$ cat src/smm_pkg.sv
// Shared types, sizes and the helper function of the small matrix multiplier.
package smm_pkg;

  localparam int MAX_DIM = 8;
  localparam int ELEM_BITS = 16;

  localparam int ELEM_PORT_W = 16;
  localparam int CFG_W = 4;
  localparam int CFG_IDX_W = 2;
  localparam int PROD_W = 35;

  localparam int STORE_DEPTH = MAX_DIM * MAX_DIM;
  localparam int ADDR_W = $clog2(STORE_DEPTH);
  localparam int CNT_W = $clog2(STORE_DEPTH + 1);
  localparam int DIM_W = $clog2(MAX_DIM + 1);
  localparam int IDX_W = $clog2(MAX_DIM);
  localparam int AREA_W = 2 * DIM_W;
  localparam int MUL_W = 2 * ELEM_BITS;
  localparam int EXT_W = (MUL_W > PROD_W) ? MUL_W : PROD_W;

  localparam int QUEUE_DEPTH = 4;
  localparam int QP_W = $clog2(QUEUE_DEPTH);
  localparam int QC_W = $clog2(QUEUE_DEPTH + 1);

  localparam logic [CFG_IDX_W-1:0] REG_ROWS_A = 2'd0;
  localparam logic [CFG_IDX_W-1:0] REG_COLS_A = 2'd1;
  localparam logic [CFG_IDX_W-1:0] REG_ROWS_B = 2'd2;
  localparam logic [CFG_IDX_W-1:0] REG_COLS_B = 2'd3;

  typedef enum logic [1:0] {
    CMD_STORE_A,
    CMD_STORE_B,
    CMD_RUN,
    CMD_ERR
  } cmd_kind_t;

  typedef struct packed {
    cmd_kind_t                    kind;
    logic [ADDR_W-1:0]            addr;
    logic signed [ELEM_BITS-1:0]  data;
  } cmd_t;

  typedef struct packed {
    logic [DIM_W-1:0] rows_a;
    logic [DIM_W-1:0] cols_a;
    logic [DIM_W-1:0] cols_b;
  } dims_t;

  typedef enum logic [1:0] {
    ST_IDLE,
    ST_ISSUE,
    ST_WAIT
  } back_state_t;

  function automatic logic [DIM_W-1:0] dim_eff(input logic [CFG_W-1:0] v);
    logic [DIM_W-1:0] r;
    if (v == '0) begin
      r = DIM_W'(1);
    end else if (int'(v) > MAX_DIM) begin
      r = DIM_W'(MAX_DIM);
    end else begin
      r = DIM_W'(v);
    end
    return r;
  endfunction

endpackage

$ cat src/smm_front.sv
// Front end: configuration registers, load counting and item classification.
module smm_front (
  input  logic                                clk,
  input  logic                                rst,
  input  logic                                cfg_valid,
  output logic                                cfg_ready,
  input  logic [smm_pkg::CFG_IDX_W-1:0]       cfg_index,
  input  logic [smm_pkg::CFG_W-1:0]           cfg_data,
  input  logic                                in_valid,
  output logic                                in_ready,
  input  logic signed [smm_pkg::ELEM_PORT_W-1:0] element,
  input  logic                                q_full,
  output logic                                push,
  output smm_pkg::cmd_t                       push_cmd,
  output smm_pkg::dims_t                      dims
);

  logic [smm_pkg::CFG_W-1:0] rows_a;
  logic [smm_pkg::CFG_W-1:0] cols_a;
  logic [smm_pkg::CFG_W-1:0] rows_b;
  logic [smm_pkg::CFG_W-1:0] cols_b;
  logic [smm_pkg::CNT_W-1:0] load_count;
  logic                      loading_b;

  logic [smm_pkg::DIM_W-1:0]  ra;
  logic [smm_pkg::DIM_W-1:0]  ca;
  logic [smm_pkg::DIM_W-1:0]  rb;
  logic [smm_pkg::DIM_W-1:0]  cb;
  logic [smm_pkg::AREA_W-1:0] area;
  logic [smm_pkg::CNT_W-1:0]  count_inc;
  logic                       done;
  logic                       cfg_wr;

  assign ra = smm_pkg::dim_eff(rows_a);
  assign ca = smm_pkg::dim_eff(cols_a);
  assign rb = smm_pkg::dim_eff(rows_b);
  assign cb = smm_pkg::dim_eff(cols_b);

  assign cfg_ready = 1'b1;
  assign cfg_wr = cfg_valid && cfg_ready;
  assign in_ready = !q_full;
  assign push = in_valid && in_ready;

  assign area = loading_b ? (smm_pkg::AREA_W'(rb) * smm_pkg::AREA_W'(cb))
                          : (smm_pkg::AREA_W'(ra) * smm_pkg::AREA_W'(ca));
  assign count_inc = load_count + smm_pkg::CNT_W'(1);
  assign done = smm_pkg::AREA_W'(count_inc) >= area;

  assign dims.rows_a = ra;
  assign dims.cols_a = ca;
  assign dims.cols_b = cb;

  always_comb begin
    push_cmd.addr = load_count[smm_pkg::ADDR_W-1:0];
    push_cmd.data = smm_pkg::ELEM_BITS'(element);
    if (ca != rb) begin
      push_cmd.kind = smm_pkg::CMD_ERR;
    end else if (!loading_b) begin
      push_cmd.kind = smm_pkg::CMD_STORE_A;
    end else if (done) begin
      push_cmd.kind = smm_pkg::CMD_RUN;
    end else begin
      push_cmd.kind = smm_pkg::CMD_STORE_B;
    end
  end

  always_ff @(posedge clk) begin
    if (rst) begin
      rows_a <= smm_pkg::CFG_W'(1);
      cols_a <= smm_pkg::CFG_W'(1);
      rows_b <= smm_pkg::CFG_W'(1);
      cols_b <= smm_pkg::CFG_W'(1);
      load_count <= '0;
      loading_b <= 1'b0;
    end else if (cfg_wr) begin
      case (cfg_index)
        smm_pkg::REG_ROWS_A: rows_a <= cfg_data;
        smm_pkg::REG_COLS_A: cols_a <= cfg_data;
        smm_pkg::REG_ROWS_B: rows_b <= cfg_data;
        smm_pkg::REG_COLS_B: cols_b <= cfg_data;
        default: rows_a <= rows_a;
      endcase
      load_count <= '0;
      loading_b <= 1'b0;
    end else if (push && push_cmd.kind != smm_pkg::CMD_ERR) begin
      if (done) begin
        load_count <= '0;
        loading_b <= !loading_b;
      end else begin
        load_count <= count_inc;
      end
    end
  end

endmodule

$ cat src/smm_queue.sv
// Short command queue between the front end and the compute back end.
module smm_queue (
  input  logic          clk,
  input  logic          rst,
  input  logic          push,
  input  smm_pkg::cmd_t push_cmd,
  output logic          full,
  input  logic          pop,
  output smm_pkg::cmd_t pop_cmd,
  output logic          empty
);

  smm_pkg::cmd_t                entries [smm_pkg::QUEUE_DEPTH];
  logic [smm_pkg::QP_W-1:0]     wr_ptr;
  logic [smm_pkg::QP_W-1:0]     rd_ptr;
  logic [smm_pkg::QC_W-1:0]     count;

  assign full = count == smm_pkg::QC_W'(smm_pkg::QUEUE_DEPTH);
  assign empty = count == '0;
  assign pop_cmd = entries[rd_ptr];

  always_ff @(posedge clk) begin
    if (push) begin
      entries[wr_ptr] <= push_cmd;
    end
  end

  always_ff @(posedge clk) begin
    if (rst) begin
      wr_ptr <= '0;
      rd_ptr <= '0;
      count <= '0;
    end else begin
      if (push) begin
        wr_ptr <= wr_ptr + smm_pkg::QP_W'(1);
      end
      if (pop) begin
        rd_ptr <= rd_ptr + smm_pkg::QP_W'(1);
      end
      if (push && !pop) begin
        count <= count + smm_pkg::QC_W'(1);
      end else if (pop && !push) begin
        count <= count - smm_pkg::QC_W'(1);
      end
    end
  end

endmodule

$ cat src/smm_back.sv
// Back end: matrix stores, multiply-accumulate pipeline and result register.
module smm_back (
  input  logic                                clk,
  input  logic                                rst,
  input  smm_pkg::dims_t                      dims,
  input  logic                                q_empty,
  input  smm_pkg::cmd_t                       q_cmd,
  output logic                                q_pop,
  output logic                                out_valid,
  input  logic                                out_ready,
  output logic signed [smm_pkg::PROD_W-1:0]   product,
  output logic                                dims_error,
  output logic                                last
);

  logic signed [smm_pkg::ELEM_BITS-1:0] mem_a [smm_pkg::STORE_DEPTH];
  logic signed [smm_pkg::ELEM_BITS-1:0] mem_b [smm_pkg::STORE_DEPTH];

  smm_pkg::back_state_t state;
  smm_pkg::back_state_t state_next;

  logic [smm_pkg::IDX_W-1:0]            i_idx;
  logic [smm_pkg::IDX_W-1:0]            j_idx;
  logic [smm_pkg::IDX_W-1:0]            k_idx;
  logic [smm_pkg::ADDR_W-1:0]           row_base;
  logic [smm_pkg::ADDR_W-1:0]           a_ptr;
  logic [smm_pkg::ADDR_W-1:0]           b_ptr;
  logic signed [smm_pkg::ELEM_BITS-1:0] a_q;
  logic signed [smm_pkg::ELEM_BITS-1:0] b_q;
  logic signed [smm_pkg::MUL_W-1:0]     prod;
  logic signed [smm_pkg::EXT_W-1:0]     prod_ext;
  logic [smm_pkg::PROD_W-1:0]           acc;
  logic                                 v1;
  logic                                 last1;
  logic                                 v2;
  logic                                 last2;
  logic                                 sum_ready;

  logic slot_free;
  logic wr_a;
  logic wr_b;
  logic start;
  logic load_err;
  logic issue;
  logic k_end;
  logic j_end;
  logic i_end;
  logic emit;
  logic final_sum;

  assign slot_free = !out_valid || out_ready;
  assign k_end = smm_pkg::DIM_W'(k_idx) == dims.cols_a - smm_pkg::DIM_W'(1);
  assign j_end = smm_pkg::DIM_W'(j_idx) == dims.cols_b - smm_pkg::DIM_W'(1);
  assign i_end = smm_pkg::DIM_W'(i_idx) == dims.rows_a - smm_pkg::DIM_W'(1);
  assign final_sum = i_end && j_end;
  assign prod_ext = smm_pkg::EXT_W'(prod);

  always_comb begin
    state_next = state;
    case (state)
      smm_pkg::ST_IDLE: begin
        if (start) begin
          state_next = smm_pkg::ST_ISSUE;
        end
      end
      smm_pkg::ST_ISSUE: begin
        if (k_end) begin
          state_next = smm_pkg::ST_WAIT;
        end
      end
      smm_pkg::ST_WAIT: begin
        if (emit) begin
          state_next = final_sum ? smm_pkg::ST_IDLE : smm_pkg::ST_ISSUE;
        end
      end
      default: state_next = smm_pkg::ST_IDLE;
    endcase
  end

  always_comb begin
    q_pop = 1'b0;
    issue = 1'b0;
    emit = 1'b0;
    case (state)
      smm_pkg::ST_IDLE: begin
        q_pop = !q_empty && (q_cmd.kind != smm_pkg::CMD_ERR || slot_free);
      end
      smm_pkg::ST_ISSUE: begin
        issue = 1'b1;
      end
      smm_pkg::ST_WAIT: begin
        emit = sum_ready && slot_free;
      end
      default: q_pop = 1'b0;
    endcase
    wr_a = q_pop && q_cmd.kind == smm_pkg::CMD_STORE_A;
    wr_b = q_pop && (q_cmd.kind == smm_pkg::CMD_STORE_B || q_cmd.kind == smm_pkg::CMD_RUN);
    start = q_pop && q_cmd.kind == smm_pkg::CMD_RUN;
    load_err = q_pop && q_cmd.kind == smm_pkg::CMD_ERR;
  end

  always_ff @(posedge clk) begin
    if (wr_a) begin
      mem_a[q_cmd.addr] <= q_cmd.data;
    end
    a_q <= mem_a[a_ptr];
  end

  always_ff @(posedge clk) begin
    if (wr_b) begin
      mem_b[q_cmd.addr] <= q_cmd.data;
    end
    b_q <= mem_b[b_ptr];
  end

  always_ff @(posedge clk) begin
    if (rst) begin
      state <= smm_pkg::ST_IDLE;
      out_valid <= 1'b0;
      v1 <= 1'b0;
      v2 <= 1'b0;
      sum_ready <= 1'b0;
    end else begin
      state <= state_next;
      v1 <= issue;
      v2 <= v1;
      if (load_err || emit) begin
        out_valid <= 1'b1;
      end else if (out_ready) begin
        out_valid <= 1'b0;
      end
      if (emit) begin
        sum_ready <= 1'b0;
      end else if (v2 && last2) begin
        sum_ready <= 1'b1;
      end
    end
  end

  always_ff @(posedge clk) begin
    last1 <= k_end;
    last2 <= last1;
    prod <= a_q * b_q;
    if (start || emit) begin
      acc <= '0;
    end else if (v2) begin
      acc <= acc + prod_ext[smm_pkg::PROD_W-1:0];
    end
    if (start) begin
      i_idx <= '0;
      j_idx <= '0;
      k_idx <= '0;
      row_base <= '0;
      a_ptr <= '0;
      b_ptr <= '0;
    end else if (issue) begin
      k_idx <= k_idx + smm_pkg::IDX_W'(1);
      a_ptr <= a_ptr + smm_pkg::ADDR_W'(1);
      b_ptr <= b_ptr + smm_pkg::ADDR_W'(dims.cols_b);
    end else if (emit) begin
      k_idx <= '0;
      if (j_end) begin
        j_idx <= '0;
        i_idx <= i_idx + smm_pkg::IDX_W'(1);
        row_base <= row_base + smm_pkg::ADDR_W'(dims.cols_a);
        a_ptr <= row_base + smm_pkg::ADDR_W'(dims.cols_a);
        b_ptr <= '0;
      end else begin
        j_idx <= j_idx + smm_pkg::IDX_W'(1);
        a_ptr <= row_base;
        b_ptr <= smm_pkg::ADDR_W'(j_idx) + smm_pkg::ADDR_W'(1);
      end
    end
  end

  always_ff @(posedge clk) begin
    if (load_err) begin
      product <= '0;
      dims_error <= 1'b1;
      last <= 1'b1;
    end else if (emit) begin
      product <= acc;
      dims_error <= 1'b0;
      last <= final_sum;
    end
  end

`ifndef SYNTHESIS
  a_drained: assert property (@(posedge clk) disable iff (rst)
    sum_ready |-> (!v1 && !v2))
    else $error("A finished sum is flagged while products are still in flight.");

  a_fetch_from_issue: assert property (@(posedge clk) disable iff (rst)
    v1 |-> $past(state) == smm_pkg::ST_ISSUE)
    else $error("A store read is marked valid without an issue cycle.");

  a_idle_no_sum: assert property (@(posedge clk) disable iff (rst)
    (state == smm_pkg::ST_IDLE) |-> !sum_ready)
    else $error("A finished sum is left behind in the idle state.");

  a_final_to_idle: assert property (@(posedge clk) disable iff (rst)
    (emit && final_sum) |=> (state == smm_pkg::ST_IDLE && out_valid && last))
    else $error("The final result of a run did not return the back end to idle.");
`endif

endmodule

$ cat src/small_matrix_multiply_top.sv
// Top level of the small matrix multiplier: front end, command queue and back end.
//
// Usage: write the four dimension registers (index 0 rows_a, 1 cols_a, 2 rows_b,
// 3 cols_b) through the cfg channel while the block is idle; each write restarts
// the load. Then send elements on the input channel, all of A in row-major order
// followed by all of B. Each element is accepted while the command queue has
// room. On the last element of B the back end computes C one element at a time,
// since it has a single multiply-accumulate unit and one read port on each store:
// each result sums cols_a products from store reads, which pass through the store
// read registers, the product register and the accumulator before the result is
// emitted. A run delivers rows_a * cols_b results, the last one with last set.
// When cols_a differs from rows_b every element gives one result with
// dims_error and last set and product zero, in the cycle after it leaves the queue.
// A stalled output holds the result register; the back end then waits, the queue
// fills and in_ready drops. Reset returns every dimension to one, clears the
// load position and empties the queue; store contents are not cleared.
module small_matrix_multiply_top (
  input  logic                                    clk,
  input  logic                                    rst,
  input  logic                                    cfg_valid,
  output logic                                    cfg_ready,
  input  logic [smm_pkg::CFG_IDX_W-1:0]           cfg_index,
  input  logic [smm_pkg::CFG_W-1:0]               cfg_data,
  input  logic                                    in_valid,
  output logic                                    in_ready,
  input  logic signed [smm_pkg::ELEM_PORT_W-1:0]  element,
  output logic                                    out_valid,
  input  logic                                    out_ready,
  output logic signed [smm_pkg::PROD_W-1:0]       product,
  output logic                                    dims_error,
  output logic                                    last
);

  logic           q_full;
  logic           q_empty;
  logic           push;
  logic           pop;
  smm_pkg::cmd_t  push_cmd;
  smm_pkg::cmd_t  pop_cmd;
  smm_pkg::dims_t dims;

  smm_front u_front (
    .clk       (clk),
    .rst       (rst),
    .cfg_valid (cfg_valid),
    .cfg_ready (cfg_ready),
    .cfg_index (cfg_index),
    .cfg_data  (cfg_data),
    .in_valid  (in_valid),
    .in_ready  (in_ready),
    .element   (element),
    .q_full    (q_full),
    .push      (push),
    .push_cmd  (push_cmd),
    .dims      (dims)
  );

  smm_queue u_queue (
    .clk      (clk),
    .rst      (rst),
    .push     (push),
    .push_cmd (push_cmd),
    .full     (q_full),
    .pop      (pop),
    .pop_cmd  (pop_cmd),
    .empty    (q_empty)
  );

  smm_back u_back (
    .clk        (clk),
    .rst        (rst),
    .dims       (dims),
    .q_empty    (q_empty),
    .q_cmd      (pop_cmd),
    .q_pop      (pop),
    .out_valid  (out_valid),
    .out_ready  (out_ready),
    .product    (product),
    .dims_error (dims_error),
    .last       (last)
  );

endmodule
$ cat config.mk
export PLATFORM = sky130hd
export DESIGN_NAME = small_matrix_multiply_top
export DESIGN_NICKNAME = d
export VERILOG_FILES = /design/src/smm_pkg.sv /design/src/smm_front.sv /design/src/smm_queue.sv /design/src/smm_back.sv /design/src/small_matrix_multiply_top.sv
export SDC_FILE = /design/constraint.sdc
export NUM_CORES = 2
export LEC_CHECK = 0
export ABC_CLOCK_PERIOD_IN_PS = 7100
export BUFFER_PORTS_ARGS = -buffer_cell sky130_fd_sc_hd__buf_2
export CORE_MARGIN = 3
export CORE_UTILIZATION = 40
export CTS_CLUSTER_DIAMETER = 100
export CTS_CLUSTER_SIZE = 12
export DETAILED_ROUTE_END_ITERATION = 10
export PLACE_DENSITY_LB_ADDON = 0.15
export RECOVER_POWER = 50
export SYNTH_ARGS = -nofsm -noshare
export SYNTH_HDL_FRONTEND = slang
export SYNTH_SLANG_ARGS = --single-unit
$ cat constraint.sdc
create_clock -name clk -period 7.1 [get_ports clk]
set_input_delay 0.355 -clock clk [delete_from_list [all_inputs] [get_ports clk]]
set_output_delay 0.355 -clock clk [all_outputs]
set_load 0.01 [all_outputs]
== Word level (Yosys, flattened, before mapping) ==
Memory sizes are Yosys's and may differ from the RTL's. A register that Yosys moved wholly into a read port is not among the register bits.
Cells that the tools add are included.
W data, S select, Z words.
Storage, ports and cells
  memory bits (writable): 2144
  memories kept: 3
  word-level logic and storage cells: 159
  bits of input ports: 27
  register bits after elaboration: 170
  output and inout port bits: 40
Operators by class
  bitwise operators: 1
  $lt $le $gt $ge: 5
  reductions and logical operators: 44
  add/sub/neg operators: 16
  multipliers: 3
  multiplexer cells: 42
  equal/unequal tests: 18
Memory list
  u_back.mem_a: words 64, bits a word 16, rd ports 1, clocked after Yosys merged registers in 1, wr ports 1, line smm_back.sv:16  | logic signed [smm_pkg::ELEM_BITS-1:0] mem_a [smm_pkg::STORE_DEPTH];
  u_back.mem_b: words 64, bits a word 16, rd ports 1, clocked after Yosys merged registers in 1, wr ports 1, line smm_back.sv:17  | logic signed [smm_pkg::ELEM_BITS-1:0] mem_b [smm_pkg::STORE_DEPTH];
  u_queue.entries: words 4, bits a word 24, rd ports 1, clocked after Yosys merged registers in 1, wr ports 1, line smm_queue.sv:13  | smm_pkg::cmd_t entries [smm_pkg::QUEUE_DEPTH];
Operators with widths (count)
  $mux W6: 6
  $add A35 B35 Y35: 1
  $mul A16 B16 Y32: 1
  $mux W4: 8
  $gt A4 B4 Y1 const B: 4
  $logic_not A4 Y1: 4
  $mul A4 B4 Y8: 2
  $mux W2: 8
  $mux W3: 5
  $add A3 B1 Y3 const B: 4
  $add A6 B4 Y6: 2
  $eq A3 B4 Y1: 3
  $logic_and A1 B1 Y1: 12
  $mux W1: 12
  $reduce_and A2 Y1: 6
  $sub A4 B1 Y4 const B: 3
  $eq A2 B2 Y1 const B: 5
  $ge A7 B8 Y1: 1
  $mux W8: 1
  $add A7 B1 Y7 const B: 1
  $mux W7: 1
  $add A6 B1 Y6 const B: 1
  $eq A2 B1 Y1 const B: 3
  $logic_not A1 Y1: 6
  15 further kinds: 29

== Depth between registers and ports, before layout ==
  word-level depth: 12
  mapped depth: 25
  mapped depth without buffers: 24

== Hierarchy ==
Synthesis repeated with hierarchy kept, for this count alone.
Second synthesis, totals
  cell total of the unflattened synthesis: 5440
  area, all modules: 101858.9 µm²
By module, submodules not included
  smm_back: cells an instance 4963, seq. area each 64922.3 µm², area an instance 95350.2 µm², instances 1
  smm_queue: cells an instance 170, seq. area each 3062.9 µm², area an instance 3932.5 µm², instances 1
  smm_front: cells an instance 307, seq. area each 480.5 µm², area an instance 2576.2 µm², instances 1

== Least setup slack after synthesis ==
OpenSTA, ideal clock, no wires.
  path kind: reg2reg
  start: register u_back.a_q[10] (netlist name), read port of u_back.mem_a
  end: register u_back.prod[31] (netlist name)
  arrival: 5.938 ns
  library setup time: 0.121 ns
  path buffers: 1
  period minus slack after synthesis: 6.059 ns
  stages on the path, launching flop included: 23
  path slack: 1.041 ns
  data required time: 6.979 ns
  path through: dfxtp_1 -> clkbuf_1 -> nand2_1 -> fa_1 -> fa_1 -> inv_1 -> fa_1 -> inv_1 -> fa_1 -> inv_1 -> fa_1 -> fa_1 -> ha_1 -> a21oi_1 -> nand2_1 -> o41ai_1 -> nand2b_1 -> o21ai_1 -> a31oi_1 -> a21oi_1 -> a21oi_1 -> o21ai_0 -> xnor2_1
On the way
  word-level cells in the longest chain between the ends: 1
Ends and longest elaborated chain
  start, declared: line smm_back.sv:28  | logic signed [smm_pkg::ELEM_BITS-1:0] a_q;
  $mul A16 B16 Y32: line smm_back.sv:143  | prod <= a_q * b_q;
  end signal, assigned: line smm_back.sv:143
  end, declared: line smm_back.sv:30  | logic signed [smm_pkg::MUL_W-1:0] prod;
Every way passes these cells.
A chain may end at the register's enable or synchronous reset.

== Worst setup path after layout ==
  start: register u_back.b_q[6] (netlist name), read port of u_back.mem_b
  end: register u_back.prod[31] (netlist name)
On the way
  word-level cells in the longest chain between the ends: 1
Ends and longest elaborated chain
  start, declared: line smm_back.sv:29  | logic signed [smm_pkg::ELEM_BITS-1:0] b_q;
  $mul A16 B16 Y32: line smm_back.sv:143
Every way passes these cells.

==> results.txt <==
The flow ran to the end, but the final reports show violations. The final reports fail on max-capacitance violations, max-slew violations. Global-route usage over all layers: 19.5%. TritonCTS built the clock tree. In this run the worst hold path is classified as input pin to flip-flop. Once the floorplan was initialized, standard cells occupied 40.4% of the core.

67 I/O pins were placed. The logs give 50800 for the via count of the first global-routing pass and 7.83 ns for the required time at the endpoint of the critical path. Maximum cell stage delay along the critical path: 0.53 ns.

The logs give 0 for the final-report hold violation count and 258000 um2 for the full die area. The initial antenna violation count is 13, and the final clock period utilization by the worst path is 93.5%. The synthesized netlist contains 70 unique library cells.

The setup path with the least slack is of type flip-flop to flip-flop. The total setup buffers inserted after CTS is 0, and the pin count of the biggest net entering global routing is 111. Global routing finished with a remaining overflow of 0.

The total detailed-routing wirelength is 250000 um, and the share of the core filled with cells in the final layout is 45.0%. For this run, design rule violations remaining after detail routing come to 0. Count of buffers from port buffering: 65. Synthesis handed over a netlist of 5289 instances. The site row count was 183. For this run, the post-layout net count is 6057. The synthesized design devotes to its leading area cell type 63.8% of total area.

After clock tree synthesis, the clock-pin slew on the worst setup and hold paths is 0.06 ns. Summed over all nets, the half-perimeter wirelength after detailed placement is 154000 um. The post-route antenna net violation count was 0. Traced cell by cell, the critical path runs through and2_1 -> fa_1 -> inv_1 -> fa_1 -> inv_1 -> fa_1 -> inv_1 -> fa_1 -> inv_1 -> fa_1 -> fa_1 -> ha_1 -> a21oi_1 -> nand2_1 -> o41ai_1 -> nand2b_1 -> o21ai_1 -> a31oi_1 -> a21oi_1 -> a21oi_1 -> o21ai_0 -> xnor2_1. Setup repair after global routing left no endpoint under its margin. The proportion of layout cells with a drive suffix above 1 was 21.2%; the clock latency of the later-clocked register in the worst-skew pair was 0.88 ns. The final total negative setup slack was 0 ns; the wire length of the first global-routing pass was 366000 um. On the final layout, the worst clock skew is 0.0542 ns. The tree built by TritonCTS fans out to 2348 sinks.

Horizontal die dimension: 508 um. On the critical path the largest part of the delay comes from adder cells. For the pin with the worst max-slew slack, the measured transition is 2.73 ns. Most repeated library cell on the critical path: fa_1. By area the synthesized netlist is led by edfxtp_1 (64%), mux4_2 (16%), fa_1 (5.4%). The H-tree was split into 4 levels.

Fill cells in the final layout number 21300. A synthesized cell averages 19.1 um2. The run gives 4946 as the DRC marker count from the first detailed-route iteration.

In the synthesized netlist the async set-or-reset flop fraction comes to 0%. Top cell type by total area after synthesis: edfxtp_1. The number of nets handed over by synthesis was 5761.

Once the clock tree was built, the resizer swapped 0 gates to a different size. Among all flip-flop cells after synthesis, the most frequent one is edfxtp_1. The region available for standard cell placement spans 250000 um2. The logs give 67.8% for the sequential area share after synthesis and 0 for the count of warnings emitted by yosys. The vertical die dimension came out at 508 um. The tool flagged a number of max-cap violations equal to 21.

The total of flip-flops plus latches after synthesis is 2348. Average wire length per cell after detail routing: 27.9 um. The number of buffers added to fix hold violations after cts was 35; the first-pass detailed-route iteration total was 7.

The maximum fanout encountered on the critical timing path came out at 16. The routed layout has 49200 vias. Among all stages on the critical path, the largest delay is contributed by fa_1. For the worst setup path, the data arrival time is 7.37 ns. The area growth from synthesis to layout is 11.5%. The tools report the normalized max-slew margin as -81.8%.

Kind of end point of the critical path: a flip-flop. The tree is rooted in a clkbuf_16. The buffer levels on the longest clock path is 3. The smallest clock period supported by the final layout is computed as 6.64 ns.

The logs give 1483 for the final max-slew violation count and 151 MHz for the fmax. The ratio of routed vias to standard cells works out to 5.48. The tools report the critical path startpoint category as a flip-flop. The weighted congestion reported at the end of routability-driven placement was 0.808; the number of synthesized flops with an enable pin was 2144. The critical path contains buffers and inverters numbering 4 combined. The cell area that synthesis handed to floorplanning was 101000 um2.

Setup violations remaining at the end of the flow were counted as 0. In this run, CTS created clock tree buffers numbering 218.
-- layout make-up --
| type | count | area [um2] | area share (%) |
|---|---|---|---|
| clock inverter | 24 | 435 | 0.387 |
| timing repair buffer | 311 | 2240 | 1.99 |
| antenna | 5 | 12.5 | 0.0111 |
| tap | 3330 | 4170 | 3.70 |
| sequential | 2348 | 68500 | 60.9 |
| clock buffer | 259 | 5620 | 4.99 |
| multi-input combinational | 2366 | 30300 | 26.9 |
| inverter | 340 | 1280 | 1.13 |
-- cell usage after synthesis, drive strengths merged, types with 11 or more instances --
library cell,number
o21bai,13
nor3,11
o21ai,43
nand2,220
nor2,304
mux2i,40
and3,13
a21oi,95
dfxtp,204
xnor2,81
and2,126
o21a,13
nand2b,27
nand3,24
clkbuf,153
xor2,34
inv,340
a22o,37
mux4,696
a21o,28
nor2b,16
fa,274
buf,82
a211oi,14
edfxtp,2144
ha,171
-- worst reg2reg max path: cells and delay by family (launching register included) --
kind | cells | cell delay, ns
AOI/OAI and AO/OA | 7 | 1.79
xor gates and xnor gates | 1 | 0.14
adders and majority gates | 7 | 3.28
buffers and inverters | 4 | 0.24
DFF | 1 | 0.48
and+or+nand+nor | 3 | 0.60
-- logic make-up after synthesis --
group / synth area share (%)
xor+xnor: 0.998
mux: 15.9
buf+inv: 2.22
other cells: 0.00372
simple gates: 3.49
flops: 67.8
fa+ha+maj: 7.55
compound gates: 1.97
-- worst paths after layout --
kind	startpoint	end	slack, ns	depth (start not counted)
setup / recovery	u_back.b_q[6]	u_back.prod[31]	0.46	22
hold / removal	element[2]	u_queue.entries[1][2]	0.29	2
setup reg to reg	u_back.b_q[6]	u_back.prod[31]	0.46	22
hold reg to reg	u_back.last1	u_back.last2	0.33	0
-- cell usage in the layout, fill, tap and decap left out, drive strengths merged, types with 95 or more instances in the layout --
master  netlist  routed
inv         340     349
a21oi        95      95
dfxtp       204     204
ha          171     171
edfxtp     2144    2144
nand2       220     220
buf          82     195
mux4        696     696
clkbuf      153     340
fa          274     274
nor2        304     304
and2        126     126
-- state kept, by name, summed over array words and instances (netlist names), 6 cells and up, named ones only --
register            count
u_back.a_ptr            6
u_back.a_q             16
u_back.acc             35
u_back.b_ptr            6
u_back.b_q             16
u_back.mem_a         1024
u_back.mem_b         1024
u_back.prod            32
u_back.product         35
u_back.row_base         6
u_front.load_count      7
u_queue.entries        96
-- layer usage --
layer  track usage [%]  routed length, um  vias to the layer above
met1              30.1             117000                    26600
li1                  -                  -                    21100
met2              29.6             115000                     1291
met3              2.75              13800                      260
met5                 0                 11                        -
met4              3.81               4240                        2
-- per-stage QoR --
step | instance area, um2 | hold WS (ns) | cells | setup slack, ns
after floorplan | 101000 | 0.310 | 5289 | 1.04
after global placement | 106000 | 0.315 | 8660 | 0.487
after detailed placement | 106000 | 0.316 | 8660 | 0.478
after CTS | 113000 | 0.143 | 8978 | 0.473
after global routing | 113000 | 0.254 | 8980 | 0.0889
final | 113000 | 0.287 | 8983 | 0.458
Power is not shown: default switching activity piles up to over one toggle a cycle in this logic, so the estimate is an artifact.
